<file path="src/design/gwpp_pkg.sv">
// Shared constants for the G-code point parser: character codes, G codes,
// channel commands and the decimal place-weight table. No dependencies.
`default_nettype none

package gwpp_pkg;

  localparam int unsigned FRACTION_DIGITS_DEFAULT = 3;
  localparam int unsigned COORD_WIDTH_DEFAULT     = 32;

  // Input command codes
  localparam logic CMD_CHAR = 1'b0;
  localparam logic CMD_EOL  = 1'b1;

  // Character codes
  localparam logic [7:0] CHAR_GRAPHIC_LO = 8'h21;
  localparam logic [7:0] CHAR_GRAPHIC_HI = 8'h7E;
  localparam logic [7:0] CHAR_UPPER_A    = 8'h41;
  localparam logic [7:0] CHAR_UPPER_Z    = 8'h5A;
  localparam logic [7:0] CHAR_LOWER_A    = 8'h61;
  localparam logic [7:0] CHAR_LOWER_Z    = 8'h7A;
  localparam logic [7:0] CHAR_CASE_GAP   = 8'h20;
  localparam logic [7:0] CHAR_DIGIT_0    = 8'h30;
  localparam logic [7:0] CHAR_DIGIT_9    = 8'h39;
  localparam logic [7:0] CHAR_PLUS       = 8'h2B;
  localparam logic [7:0] CHAR_MINUS      = 8'h2D;
  localparam logic [7:0] CHAR_POINT      = 8'h2E;
  localparam logic [7:0] CHAR_SEMI       = 8'h3B;
  localparam logic [7:0] CHAR_X          = 8'h58;
  localparam logic [7:0] CHAR_Y          = 8'h59;
  localparam logic [7:0] CHAR_G          = 8'h47;
  localparam logic [7:0] CHAR_NONE       = 8'h00;

  // G codes
  localparam logic [7:0] G_MOTION_MAX   = 8'd3;
  localparam logic [7:0] G_ABSOLUTE     = 8'd90;
  localparam logic [7:0] G_INCREMENTAL  = 8'd91;
  localparam logic [7:0] G_SET_POSITION = 8'd92;
  localparam logic [7:0] G_SAT_LIMIT    = 8'd25;
  localparam logic [3:0] G_SAT_DIGIT    = 4'd5;
  localparam logic [7:0] G_SAT_VALUE    = 8'd255;

  // Decimal place weights 10^0 .. 10^7
  localparam logic [23:0] POW10 [8] = '{
    24'd1, 24'd10, 24'd100, 24'd1000, 24'd10000, 24'd100000,
    24'd1000000, 24'd10000000
  };

endpackage

`default_nettype wire

</file>
<file path="src/design/gcode_word_point_parser.sv">
// G-code word parser: turns a character stream into one point per line.
//
// Input channel: valid/ready, fields command_i and character_i. command_i low
// carries a program character; command_i high ends the line and the character
// is ignored. Characters outside 0x21..0x7E are skipped, ';' opens a comment.
// Output channel: valid/ready, one transfer per end of line carrying X, Y,
// the modal motion type and the start-of-path flag.
// Throughput: one input item per cycle unless stalled. All parsing for an item
// is done in the cycle it is accepted; the result of an end-of-line item appears
// in the output register on the following cycle.
// Stall: while a result waits in the output register and out_ready_i is low,
// in_ready_o is low and the whole parser holds. A result taken in the same
// cycle frees the register, so back-to-back lines still run at full rate.
// Reset (rst_ni low, asynchronous): point at 0,0, motion G0, absolute mode,
// start flag set for the first line, no result pending.
// Depends on gwpp_pkg and gwpp_coord_apply.
`default_nettype none

module gcode_word_point_parser
  import gwpp_pkg::*;
#(
  parameter int unsigned FRACTION_DIGITS = FRACTION_DIGITS_DEFAULT,
  parameter int unsigned COORD_WIDTH     = COORD_WIDTH_DEFAULT
) (
  input  wire logic                          clk_i,
  input  wire logic                          rst_ni,
  input  wire logic                          in_valid_i,
  output logic                               in_ready_o,
  input  wire logic                          command_i,
  input  wire logic        [7:0]             character_i,
  output logic                               out_valid_o,
  input  wire logic                          out_ready_i,
  output logic      signed [COORD_WIDTH-1:0] x_position_o,
  output logic      signed [COORD_WIDTH-1:0] y_position_o,
  output logic             [1:0]             motion_type_o,
  output logic                               start_flag_o
);

  localparam int unsigned FcW = (FRACTION_DIGITS > 0) ? $clog2(FRACTION_DIGITS + 1) : 1;
  localparam int unsigned WW  = (COORD_WIDTH + 4 > 29) ? COORD_WIDTH + 4 : 29;
  localparam logic [WW-1:0]  MagLimitW = WW'({1'b1, {(COORD_WIDTH-1){1'b0}}});
  localparam logic [2:0]     FdIdx     = 3'(FRACTION_DIGITS);
  localparam logic [FcW-1:0] FdCount   = FcW'(FRACTION_DIGITS);

  // Parser state
  logic signed [COORD_WIDTH-1:0] point_x_q, point_x_d;
  logic signed [COORD_WIDTH-1:0] point_y_q, point_y_d;
  logic [1:0]             motion_q, motion_d;
  logic                   incr_q, incr_d;
  logic                   setpos_q, setpos_d;
  logic                   start_q, start_d;
  logic                   comment_q, comment_d;
  logic [7:0]             letter_q, letter_d;
  logic                   neg_q, neg_d;
  logic [COORD_WIDTH-1:0] mag_q, mag_d;
  logic [FcW-1:0]         frac_q, frac_d;
  logic                   point_seen_q, point_seen_d;
  logic                   chars_seen_q, chars_seen_d;
  logic                   stopped_q, stopped_d;
  logic [7:0]             g_q, g_d;

  // Result register
  logic                          out_valid_q;
  logic signed [COORD_WIDTH-1:0] x_out_q, y_out_q;
  logic [1:0]                    motion_out_q;
  logic                          start_out_q;

  logic       accept, is_eol, graphic, is_upper, is_lower, is_letter, is_semi;
  logic       is_digit, is_sign, live_char, closes_word, num_char;
  logic [7:0] letter_up;
  logic [3:0] digit;
  logic [2:0] weight_idx;
  logic [27:0] digit_weight;
  logic [WW-1:0] mag_scaled, mag_sum;
  logic [COORD_WIDTH-1:0] mag_next;
  logic [7:0] g_next;
  logic       g_en, setpos_now, start_now;
  logic signed [COORD_WIDTH-1:0] apply_base, apply_value;

  assign in_ready_o = !out_valid_q || out_ready_i;
  assign accept     = in_valid_i && in_ready_o;

  // Character classes
  always_comb begin
    is_eol    = (command_i == CMD_EOL);
    graphic   = (character_i >= CHAR_GRAPHIC_LO) && (character_i <= CHAR_GRAPHIC_HI);
    is_upper  = (character_i >= CHAR_UPPER_A) && (character_i <= CHAR_UPPER_Z);
    is_lower  = (character_i >= CHAR_LOWER_A) && (character_i <= CHAR_LOWER_Z);
    is_letter = is_upper || is_lower;
    is_semi   = (character_i == CHAR_SEMI);
    is_digit  = (character_i >= CHAR_DIGIT_0) && (character_i <= CHAR_DIGIT_9);
    is_sign   = (character_i == CHAR_PLUS) || (character_i == CHAR_MINUS);
    letter_up = is_lower ? (character_i - CHAR_CASE_GAP) : character_i;
    digit     = character_i[3:0];
    live_char = accept && !is_eol && !comment_q && graphic;
    // Letter, ';' or end of line (outside a comment) finishes the pending word
    closes_word = accept && !comment_q && (is_eol || (graphic && (is_letter || is_semi)));
    num_char    = live_char && !is_letter && !is_semi && (letter_q != CHAR_NONE)
                  && !stopped_q;
  end

  // Scaled magnitude: kept as magnitude * 10^(digits still missing), saturated
  always_comb begin
    weight_idx   = point_seen_q ? (FdIdx - 3'd1 - 3'(frac_q)) : FdIdx;
    digit_weight = 28'(digit) * 28'(POW10[weight_idx]);
    mag_scaled   = point_seen_q ? WW'(mag_q) : (WW'(mag_q) << 3) + (WW'(mag_q) << 1);
    mag_sum      = mag_scaled + WW'(digit_weight);
    mag_next     = (mag_sum > MagLimitW) ? MagLimitW[COORD_WIDTH-1:0]
                                         : mag_sum[COORD_WIDTH-1:0];
    if ((g_q > G_SAT_LIMIT) || ((g_q == G_SAT_LIMIT) && (digit > G_SAT_DIGIT))) begin
      g_next = G_SAT_VALUE;
    end else begin
      g_next = 8'(11'(g_q) * 11'd10 + 11'(digit));
    end
  end

  assign apply_base = (letter_q == CHAR_Y) ? point_y_q : point_x_q;

  gwpp_coord_apply #(
    .COORD_WIDTH(COORD_WIDTH)
  ) u_coord_apply (
    .base_i      (apply_base),
    .absolute_i  (!incr_q || setpos_q),
    .negative_i  (neg_q),
    .magnitude_i (mag_q),
    .value_o     (apply_value)
  );

  // Word application and modal state
  always_comb begin
    point_x_d = point_x_q;
    point_y_d = point_y_q;
    motion_d  = motion_q;
    incr_d    = incr_q;
    g_en      = closes_word && (letter_q == CHAR_G) && !(neg_q && (g_q != 8'd0));
    if (closes_word && (letter_q == CHAR_X)) begin
      point_x_d = apply_value;
    end
    if (closes_word && (letter_q == CHAR_Y)) begin
      point_y_d = apply_value;
    end
    if (g_en && (g_q <= G_MOTION_MAX)) begin
      motion_d = g_q[1:0];
    end
    if (g_en && (g_q == G_ABSOLUTE)) begin
      incr_d = 1'b0;
    end
    if (g_en && (g_q == G_INCREMENTAL)) begin
      incr_d = 1'b1;
    end
    setpos_now = setpos_q || (g_en && (g_q == G_SET_POSITION));
    start_now  = start_q || (g_en && (g_q == G_SET_POSITION));
    // Per-line flags drop after end of line
    setpos_d  = (accept && is_eol) ? 1'b0 : setpos_now;
    start_d   = (accept && is_eol) ? 1'b0 : start_now;
    comment_d = comment_q;
    if (accept && is_eol) begin
      comment_d = 1'b0;
    end else if (live_char && is_semi) begin
      comment_d = 1'b1;
    end
  end

  // Word accumulation
  always_comb begin
    letter_d     = letter_q;
    neg_d        = neg_q;
    mag_d        = mag_q;
    frac_d       = frac_q;
    point_seen_d = point_seen_q;
    chars_seen_d = chars_seen_q;
    stopped_d    = stopped_q;
    g_d          = g_q;
    if (accept && (is_eol || (live_char && (is_letter || is_semi)))) begin
      letter_d     = (!is_eol && is_letter) ? letter_up : CHAR_NONE;
      neg_d        = 1'b0;
      mag_d        = '0;
      frac_d       = '0;
      point_seen_d = 1'b0;
      chars_seen_d = 1'b0;
      stopped_d    = 1'b0;
      g_d          = 8'd0;
    end else if (num_char) begin
      if (is_sign && !chars_seen_q) begin
        neg_d        = (character_i == CHAR_MINUS);
        chars_seen_d = 1'b1;
      end else if (is_digit) begin
        chars_seen_d = 1'b1;
        if (!point_seen_q) begin
          mag_d = mag_next;
          g_d   = g_next;
        end else if (frac_q < FdCount) begin
          mag_d  = mag_next;
          frac_d = frac_q + FcW'(1);
        end
      end else if ((character_i == CHAR_POINT) && !point_seen_q) begin
        point_seen_d = 1'b1;
        chars_seen_d = 1'b1;
      end else begin
        stopped_d = 1'b1;
      end
    end
  end

  always_ff @(posedge clk_i or negedge rst_ni) begin
    if (!rst_ni) begin
      point_x_q    <= '0;
      point_y_q    <= '0;
      motion_q     <= 2'd0;
      incr_q       <= 1'b0;
      setpos_q     <= 1'b0;
      start_q      <= 1'b1;
      comment_q    <= 1'b0;
      letter_q     <= CHAR_NONE;
      neg_q        <= 1'b0;
      mag_q        <= '0;
      frac_q       <= '0;
      point_seen_q <= 1'b0;
      chars_seen_q <= 1'b0;
      stopped_q    <= 1'b0;
      g_q          <= 8'd0;
      out_valid_q  <= 1'b0;
    end else begin
      point_x_q    <= point_x_d;
      point_y_q    <= point_y_d;
      motion_q     <= motion_d;
      incr_q       <= incr_d;
      setpos_q     <= setpos_d;
      start_q      <= start_d;
      comment_q    <= comment_d;
      letter_q     <= letter_d;
      neg_q        <= neg_d;
      mag_q        <= mag_d;
      frac_q       <= frac_d;
      point_seen_q <= point_seen_d;
      chars_seen_q <= chars_seen_d;
      stopped_q    <= stopped_d;
      g_q          <= g_d;
      if (accept && is_eol) begin
        out_valid_q <= 1'b1;
      end else if (out_ready_i) begin
        out_valid_q <= 1'b0;
      end
    end
  end

  // Result payload: load on end of line, hold otherwise
  always_ff @(posedge clk_i) begin
    if (accept && is_eol) begin
      x_out_q      <= point_x_d;
      y_out_q      <= point_y_d;
      motion_out_q <= motion_d;
      start_out_q  <= start_now;
    end
  end

  assign out_valid_o   = out_valid_q;
  assign x_position_o  = x_out_q;
  assign y_position_o  = y_out_q;
  assign motion_type_o = motion_out_q;
  assign start_flag_o  = start_out_q;

endmodule

`default_nettype wire

</file>
<file path="src/design/gwpp_coord_apply.sv">
// Saturating coordinate update for one X or Y word.
// Adds or sets a signed word value given as sign and scaled magnitude.
`default_nettype none

module gwpp_coord_apply
  import gwpp_pkg::*;
#(
  parameter int unsigned COORD_WIDTH = COORD_WIDTH_DEFAULT
) (
  input  wire logic signed [COORD_WIDTH-1:0] base_i,
  input  wire logic                          absolute_i,
  input  wire logic                          negative_i,
  input  wire logic        [COORD_WIDTH-1:0] magnitude_i,
  output logic      signed [COORD_WIDTH-1:0] value_o
);

  localparam logic [COORD_WIDTH-1:0] MagLimit = {1'b1, {(COORD_WIDTH-1){1'b0}}};
  localparam logic [COORD_WIDTH-1:0] CoordMax = {1'b0, {(COORD_WIDTH-1){1'b1}}};
  localparam logic [COORD_WIDTH-1:0] CoordMin = {1'b1, {(COORD_WIDTH-1){1'b0}}};

  logic [COORD_WIDTH-1:0] mag_eff;
  logic [COORD_WIDTH:0]   base_ext;
  logic [COORD_WIDTH:0]   sum;

  always_comb begin
    // A positive value at the magnitude limit clips to the largest coordinate
    mag_eff  = (!negative_i && (magnitude_i == MagLimit)) ? CoordMax : magnitude_i;
    base_ext = absolute_i ? '0 : {base_i[COORD_WIDTH-1], base_i};
    if (negative_i) begin
      sum = base_ext - {1'b0, mag_eff};
    end else begin
      sum = base_ext + {1'b0, mag_eff};
    end
    if (sum[COORD_WIDTH] != sum[COORD_WIDTH-1]) begin
      value_o = sum[COORD_WIDTH] ? CoordMin : CoordMax;
    end else begin
      value_o = sum[COORD_WIDTH-1:0];
    end
  end

endmodule

`default_nettype wire

</file>
<file path="config.mk">
export PLATFORM = sky130hd
export DESIGN_NAME = gcode_word_point_parser
export DESIGN_NICKNAME = d
export VERILOG_FILES = /design/src/design/gwpp_pkg.sv /design/src/design/gcode_word_point_parser.sv /design/src/design/gwpp_coord_apply.sv
export SDC_FILE = /design/constraint.sdc
export NUM_CORES = 1
export LEC_CHECK = 0
export BUFFER_PORTS_ARGS = -buffer_cell sky130_fd_sc_hd__buf_2
export CAP_MARGIN = 10
export CORE_UTILIZATION = 64
export CTS_CLUSTER_SIZE = 16
export DETAILED_ROUTE_END_ITERATION = 16
export GPL_TIMING_DRIVEN = 0
export PLACE_DENSITY = 0.83
export SETUP_SLACK_MARGIN = 0.4
export SLEW_MARGIN = 10
export SYNTH_ARGS = -nofsm -noshare
export SYNTH_HDL_FRONTEND = slang
export SYNTH_SLANG_ARGS = --single-unit
</file>
<file path="constraint.sdc">
create_clock -name clk_i -period 9.1 [get_ports clk_i]
set_input_delay 0.455 -clock clk_i [delete_from_list [all_inputs] [get_ports clk_i]]
set_output_delay 0.455 -clock clk_i [all_outputs]
set_load 0.01 [all_outputs]
</file>
# ---- After elaboration in Yosys (flattened, before gate mapping)
# Memory sizes are Yosys's and may differ from the RTL's.
# Index checks and enable logic that the tools add are counted.
dict set report classes {
  bitwise 1
  eq_ne 18
  n_addsub 8
  order_cmp 14
  multipliers 2
  n_mux 59
  reduce_logical 73
}
# operator count
set op_table {}
lappend op_table {{two-way mux 32 bit} 13}
lappend op_table {{two-way mux 33 bit} 2}
lappend op_table {{two-way mux 8 bit} 8}
lappend op_table {{== test 8 x 7 -> 1 bit, second input constant} 6}
lappend op_table {{two-way mux 24 bit} 2}
lappend op_table {{adder 35 x 33 -> 36 bit} 1}
lappend op_table {{adder 36 x 28 -> 36 bit} 1}
lappend op_table {{> comparator 36 x 32 -> 1 bit, second input constant} 1}
lappend op_table {{two-way mux 36 bit} 1}
lappend op_table {{adder 33 x 32 -> 33 bit} 1}
lappend op_table {{logical AND 1 bit} 33}
lappend op_table {{subtractor 33 x 32 -> 33 bit} 1}
lappend op_table {{== test 32 bit, second input constant} 1}
lappend op_table {{== test 8 x 6 -> 1 bit, second input constant} 4}
lappend op_table {{multiplier 4 x 24 -> 28 bit} 1}
lappend op_table {{two-way mux 1 bit} 25}
lappend op_table {{<= comparator 8 x 7 -> 1 bit, second input constant} 3}
lappend op_table {{nonzero test 2 bit} 9}
lappend op_table {{greater-or-equal comparator 8 x 6 -> 1 bit, second input constant} 2}
lappend op_table {{greater-or-equal comparator 8 x 7 -> 1 bit, second input constant} 2}
lappend op_table {{AND reduction 4 bit} 4}
lappend op_table {{nonzero test 8 bit} 2}
lappend op_table {{two-way mux 2 bit} 7}
lappend op_table {{zero test 1 bit} 11}
lappend op_table {{other kinds (22)} 34}
dict set report totals {
  reg_bits 192
  romBits 192
  input_bits 13
  n_memories 1
}
# memory words word_bits read_ports rd_clocked_by_memory_dff write_ports line_no
set memory_table {}
lappend memory_table {{(no name shown)} 8 24 1 0 0 gcode_word_point_parser.sv:105} ;# digit_weight = 28'(digit) * 28'(POW10[weight_idx]);

# ---- Depth between registers and ports, before layout
dict set report logic_depth {
  word_depth 16
  depth_mapped 31
}

# ---- By module
# From an unflattened synthesis, not the netlist that was laid out.
dict set report hier_totals {
  hier_cells 1951
  area_unflattened_um2 17655.7
}
# mod n_inst cells_each seq_area_each_um2 area_per_inst_um2
set modules_own_cells {}
lappend modules_own_cells {gcode_word_point_parser 1 1461 5141.2 14382.5}
lappend modules_own_cells {gwpp_coord_apply 1 490 0.0 3273.1}

# ---- Least setup slack after synthesis
# OpenSTA, ideal clock, no wires.
dict set report synth_timing {
  kind {register -> register}
  from {reg point_seen_q}
  to {reg mag_q[23]}
  stages_incl_launch_ff 27
  slack_ps 2666
  required_time_ps 8974
  arrival_ps 6308
  path_buffers 4
  period_less_slack_ps 6434
  path_cell_list {dfrtp_1 clkbuf_1 clkbuf_1 buf_1 nand2_1 ha_1 and2_1 a21oi_1 nor2b_1 fa_1 fa_1 inv_1 fa_1 inv_1 ha_1 nand2_1 o21ai_0 a21oi_1 a311o_1 a211oi_1 nor4bb_1 o311ai_0 o41ai_1 o2111a_1 o21ai_2 buf_2 o21ai_1}
}
dict set report synth_via {
  elab_chain_len 15
  word_cells_on_any_way 18
  classes_between {add/sub (1); mul (1); order compare (1); eq/ne (1); mux (11); bitwise (1); reduce/logical (1); memory (1)}
}
# item line_no
set synth_rtl {}
lappend synth_rtl {{from (decl)} gcode_word_point_parser.sv:57} ;# logic point_seen_q, point_seen_d;
lappend synth_rtl {{from (signal assigned)} gcode_word_point_parser.sv:235} ;# point_seen_q <= point_seen_d;
lappend synth_rtl {{two-way mux 3 bit} gcode_word_point_parser.sv:104} ;# weight_idx = point_seen_q ? (FdIdx - 3'd1 - 3'(frac_q)) : FdIdx;
lappend synth_rtl {{NOT 3 -> 4 bit (not written as such)} gcode_word_point_parser.sv:105}
lappend synth_rtl {{memory (8 x 24 bit)} -}
lappend synth_rtl {{two-way mux 24 bit (not written as such) (2 in series)} gcode_word_point_parser.sv:105}
lappend synth_rtl {{multiplier 4 x 24 -> 28 bit} gcode_word_point_parser.sv:105}
lappend synth_rtl {{adder 36 x 28 -> 36 bit} gcode_word_point_parser.sv:107} ;# mag_sum = mag_scaled + WW'(digit_weight);
lappend synth_rtl {{> comparator 36 x 32 -> 1 bit} gcode_word_point_parser.sv:108} ;# mag_next = (mag_sum > MagLimitW) ? MagLimitW[COORD_WIDTH-1:0]
lappend synth_rtl {{two-way mux 32 bit} gcode_word_point_parser.sv:108}
lappend synth_rtl {{two-way mux 32 bit} gcode_word_point_parser.sv:192} ;# end else if (frac_q < FdCount) begin
lappend synth_rtl {{two-way mux 32 bit} gcode_word_point_parser.sv:189} ;# if (!point_seen_q) begin
lappend synth_rtl {{two-way mux 32 bit} gcode_word_point_parser.sv:187} ;# end else if (is_digit) begin
lappend synth_rtl {{two-way mux 32 bit} gcode_word_point_parser.sv:184} ;# if (is_sign && !chars_seen_q) begin
lappend synth_rtl {{two-way mux 32 bit} gcode_word_point_parser.sv:183} ;# end else if (num_char) begin
lappend synth_rtl {{two-way mux 32 bit} gcode_word_point_parser.sv:174} ;# if (accept && (is_eol || (live_char && (is_letter || is_semi)))) begin
lappend synth_rtl {{to (signal assigned)} gcode_word_point_parser.sv:233} ;# mag_q <= mag_d;
lappend synth_rtl {{to (decl)} gcode_word_point_parser.sv:55} ;# logic [COORD_WIDTH-1:0] mag_q, mag_d;
# Several ways; a longest one is shown, not always the timed one. The select of a mux whose other input is x is not followed.
# A chain may end at the register's enable or synchronous reset.

# ---- Final worst setup path
dict set report layout_timing {
  from {reg point_seen_q}
  to {reg mag_q[20]}
}
# Same word-level chain as after synthesis.

==> impl_metrics.prom <==
# TYPE chip_impl_metric gauge
chip_impl_metric{name="worst-path-max-fanout",unit=""} 10
chip_impl_metric{name="globalRoute.totalOverflow",unit=""} 0
chip_impl_info{name="synth_ff_type",value="dfrtp_1"} 1
chip_impl_metric{name="hold_buffers",unit=""} 0
chip_impl_metric{name="clock_tree.htree_level_count",unit=""} 4
chip_impl_metric{name="synth_enable_flop_cells",unit=""} 67
chip_impl_metric{name="syn_inst",unit=""} 2051
chip_impl_metric{name="static-leakage-power",unit="nW"} 8.490
chip_impl_metric{name="cts_sinks",unit=""} 192
chip_impl_metric{name="hold_violations",unit=""} 6
chip_impl_metric{name="filler_cell_count",unit=""} 2113
chip_impl_metric{name="met2_usage",unit="%"} 65.39
chip_impl_metric{name="hpwl",unit="um"} 40500
chip_impl_metric{name="synth_area",unit="um2"} 17000
chip_impl_metric{name="multiInputGateArea",unit="um2"} 10990
chip_impl_metric{name="fmax_achieved",unit="MHz"} 121.1
chip_impl_metric{name="postSynthNetCount",unit=""} 2251
chip_impl_metric{name="min_period",unit="ns"} 8.258
chip_impl_metric{name="route.antenna.remaining_nets",unit=""} 0
chip_impl_metric{name="initial_core_utilization",unit="%"} 65.25
chip_impl_metric{name="num_rows",unit=""} 59
chip_impl_metric{name="vias_per_cell",unit=""} 6.460
chip_impl_metric{name="clkLatencyLatePin",unit="ns"} 0.46
chip_impl_metric{name="maxSlewHeadroom",unit="%"} 40.40
chip_impl_metric{name="postLayoutCellArea",unit="um2"} 18510
chip_impl_metric{name="worst_clock_skew",unit="ns"} 0.01502
chip_impl_metric{name="core_area",unit="um2"} 26060
chip_impl_metric{name="dieWidth",unit="um"} 165
chip_impl_metric{name="antennaDiodeCount",unit=""} 0
chip_impl_info{name="outcome",value="finished, violations left"} 1
chip_impl_metric{name="layout-drive-gt1-share",unit="%"} 8.272
chip_impl_info{name="crit_path_start_kind",value="flop"} 1
chip_impl_metric{name="placement.cell_area",unit="um2"} 17870
chip_impl_metric{name="tightest_slew",unit="ns"} 0.8858
chip_impl_metric{name="gr-usage-all-layers",unit="%"} 38.78
chip_impl_info{name="cp_slowest_cell",value="clkbuf_1"} 1
chip_impl_metric{name="peakVddDrop",unit="uV"} 141.5
chip_impl_metric{name="power.density",unit="nW/um2"} 155.2
chip_impl_metric{name="setup-tns-final",unit="ns"} 0
chip_impl_metric{name="slew_violations",unit=""} 0
chip_impl_metric{name="route.final.wire_length",unit="um"} 51700
chip_impl_info{name="rsz0062_at_grt",value="false"} 1
chip_impl_metric{name="routedWlPerCell",unit="um"} 20.69
chip_impl_metric{name="grt_start_max_net_pins",unit=""} 64
chip_impl_metric{name="ys_seq_elements",unit=""} 192
chip_impl_metric{name="syn_to_final_growth",unit="%"} 8.852
chip_impl_metric{name="portBuffers",unit=""} 79
chip_impl_metric{name="hold-worst-slack",unit="ns"} -0.03238
chip_impl_metric{name="r2r_slack",unit="ns"} 0.84
chip_impl_info{name="cp-end-kind",value="flop"} 1
chip_impl_metric{name="met1_capacity_usage_during_global_routing",unit="%"} 48.58
chip_impl_metric{name="final-seq-area",unit="um2"} 5141
chip_impl_info{name="tritoncts",value="yes"} 1
chip_impl_info{name="cts_root_buffer",value="clkbuf_16"} 1
chip_impl_info{name="busiest_layer",value="met2"} 1
chip_impl_metric{name="cp.arrival",unit="ns"} 8.60
chip_impl_info{name="critPathMostFrequentCell",value="fa_1"} 1
chip_impl_metric{name="detailedRoute.firstIterationViolations",unit=""} 1768
chip_impl_metric{name="synth_warnings",unit=""} 0
chip_impl_metric{name="floorplan.die_area",unit="um2"} 27230
chip_impl_metric{name="cp_slowest_stage_delay",unit="ns"} 0.58
chip_impl_metric{name="cts_made_buffers",unit=""} 17
chip_impl_metric{name="netlist-cell-type-count",unit=""} 93
chip_impl_info{name="critical_path.reg2reg.startpoint",value="point_seen_q$_DFFE_PN0P_"} 1
chip_impl_info{name="worst_hold_path_type",value="in -> async"} 1
chip_impl_metric{name="fraction_of_registers_with_async_set_or_reset_after_synthesis",unit="%"} 65.10
chip_impl_metric{name="setup-violations-final",unit=""} 0
chip_impl_metric{name="syn-mean-instance-area",unit="um2"} 8.290
chip_impl_metric{name="drc_errors",unit=""} 0
chip_impl_metric{name="grt_pass1_wl",unit="um"} 80590
chip_impl_metric{name="grt_pass1_vias",unit=""} 15190
chip_impl_metric{name="buffer_depth_of_the_longest_clock_path",unit=""} 2
chip_impl_metric{name="worst_setup_hold_path_clk_slew",unit="ns"} 0.09
chip_impl_metric{name="fin_crit_sh",unit="%"} 90.75
chip_impl_metric{name="initial_antenna_violation_count",unit=""} 0
chip_impl_metric{name="cap_violations",unit=""} 0
chip_impl_metric{name="first_pass_detailed_route_iteration_total",unit=""} 8
chip_impl_metric{name="critPathRequiredTime",unit="ns"} 9.44
chip_impl_info{name="violated_checks",value="negative hold slack"} 1
chip_impl_metric{name="synth_seq_area_share",unit="%"} 30.24
chip_impl_metric{name="gp_routability_congestion",unit=""} 0.9893
chip_impl_metric{name="floorplan.io_pins",unit=""} 82
chip_impl_metric{name="die_h",unit="um"} 165
chip_impl_info{name="worst-setup-path-type",value="reg -> reg"} 1
chip_impl_metric{name="routed-via-count",unit=""} 16140
chip_impl_metric{name="r2r.worst_path.cells",unit=""} 26
chip_impl_info{name="worst_r2r_endpoint",value="mag_q[20]$_DFFE_PN0P_"} 1
chip_impl_metric{name="gr-usage-met3",unit="%"} 5.249
chip_impl_metric{name="final_net_count",unit=""} 2351
per-stage QoR:
step	std cells	setup slack [ns]	hold WS [ns]	utilization [%]	power, W
after global placement	2465	0.6887	0.4760	68.38	0.002022
after floorplan	2051	2.666	0.1594	-	0.001737
final	2499	0.8422	-0.03238	71.03	0.002873
after detailed placement	2467	0.5588	0.4807	68.58	0.002054
after global routing	2499	0.4855	0.01627	71.03	0.002997
after CTS	2499	0.5366	0.006497	70.93	0.002823
cell usage in the layout (no fill, tap or decap), types with 7 or more instances in the layout:
cell type / n
inv_1: 138
clkbuf_1: 68
clkbuf_16: 17
edfxtp_1: 67
nor2b_1: 21
and2_1: 26
nor3_1: 39
and3_1: 42
a21oi_1: 215
nor2_1: 185
nand4_1: 27
o21ai_1: 46
or2_2: 7
o211ai_1: 18
nand2b_1: 26
o21a_1: 12
or3_1: 13
fa_1: 62
ha_1: 125
a31oi_1: 15
mux2_2: 11
buf_2: 93
nand2_1: 279
a21o_1: 32
xnor2_1: 44
mux2i_1: 13
o2111ai_1: 9
o22ai_1: 10
o21bai_1: 11
nor4_1: 10
dfrtp_1: 124
xor2_1: 49
nand3_1: 48
a211oi_1: 12
a211o_1: 8
o21ai_0: 99
o31ai_1: 8
layout make-up:
| class | count | share of cell area [%] |
|---|---|---|
| clock inverter | 15 | 1.007 |
| multi-input combinational | 1629 | 59.37 |
| tap | 335 | 2.265 |
| inverter | 139 | 2.819 |
| clock buffer | 17 | 2.298 |
| sequential | 192 | 27.78 |
| timing repair buffer | 81 | 2.427 |
| buffer | 91 | 2.035 |
critical path: cells and delay by family, from the launching register on:
family / cells / cell delay, ns
adders and majority gates: 5 / 2.32
DFF: 1 / 0.43
AOI/OAI and AO/OA: 10 / 2.78
buffers and inverters: 6 / 1.86
and+or+nand+nor: 5 / 0.73
synthesized netlist by cell type (13+ instances only):
library cell | n | share of area (%)
a21o_1 | 32 | 1.4
clkbuf_1 | 68 | 1.5
nand3_1 | 48 | 1.4
or3_1 | 13 | 0.48
edfxtp_1 | 67 | 12
nor2_1 | 185 | 4.1
nand4_1 | 27 | 0.99
and2_1 | 26 | 0.96
nand2b_1 | 26 | 0.96
fa_1 | 62 | 7.3
a31oi_1 | 15 | 0.55
and3_1 | 42 | 1.5
buf_2 | 15 | 0.44
inv_1 | 139 | 3.1
xnor2_1 | 45 | 2.3
mux2i_1 | 13 | 0.77
ha_1 | 125 | 9.2
xor2_1 | 49 | 2.5
nor2b_1 | 21 | 0.77
a21oi_1 | 215 | 6.3
dfrtp_1 | 124 | 18
nand2_1 | 279 | 6.2
o211ai_1 | 18 | 0.79
nor3_1 | 40 | 1.2
o21ai_1 | 46 | 1.4
o21ai_0 | 99 | 2.9
per-layer routing:
layer / vias to the layer above / routed length, um
met4: 0 / 2685
met5: - / 0
met1: 7675 / 20460
met2: 845 / 24640
li1: 7465 / -
met3: 159 / 3914
kinds of logic (layout without fill, tap and decap cells):
logic type      count (synthesis)  in the layout  synth area share [%]
compound gates                560            560                 20.27
mux                            25             25                 1.575
fa+ha+maj                     187            187                 16.50
buf+inv                       230            343                 5.276
xor+xnor                       96             96                 5.033
simple gates                  761            761                 21.12
flops                         192            192                 30.24
power breakdown:
group | internal, W | total (W) | switching [W]
clock network | 0.000376 | 0.000789 | 0.000413
logic | 0.000378 | 0.00115 | 0.000769
registers | 0.000916 | 0.000937 | 0.0000211
sequential cells by signal, indices dropped and copies added, names as in the netlist:
signal,flops
mag_q,32
point_x_q,32
point_y_q,32
x_position_o,32
y_position_o,32
g_q,8
letter_q,8
frac_q,2
motion_q,2
motion_type_o,2
chars_seen_q,1
comment_q,1
incr_q,1
neg_q,1
out_valid_o,1
point_seen_q,1
setpos_q,1
start_flag_o,1
start_q,1
stopped_q,1
worst max-delay path by stage:
| stage | to | start | cells after the start |
|---|---|---|---|
| final | mag_q[20]$_DFFE_PN0P_ | point_seen_q$_DFFE_PN0P_ | 26 |
| after global routing | mag_q[18]$_DFFE_PN0P_ | point_seen_q$_DFFE_PN0P_ | 27 |
| after CTS | x_position_o[23]$_DFFE_PP_ | mag_q[3]$_DFFE_PN0P_ | 27 |
| after detailed placement | x_position_o[23]$_DFFE_PP_ | mag_q[3]$_DFFE_PN0P_ | 27 |
| after global placement | x_position_o[23]$_DFFE_PP_ | mag_q[3]$_DFFE_PN0P_ | 27 |
| after floorplan | mag_q[23]$_DFFE_PN0P_ | point_seen_q$_DFFE_PN0P_ | 26 |
timing repair:
item | CTS | global route
setup buffers | 0 | 0
gates resized for setup | 0 | 6
endpoints found under the setup margin | 0 | 116
hold endpoints to repair | 0 | 0
Power figures use the tool's default switching activity.
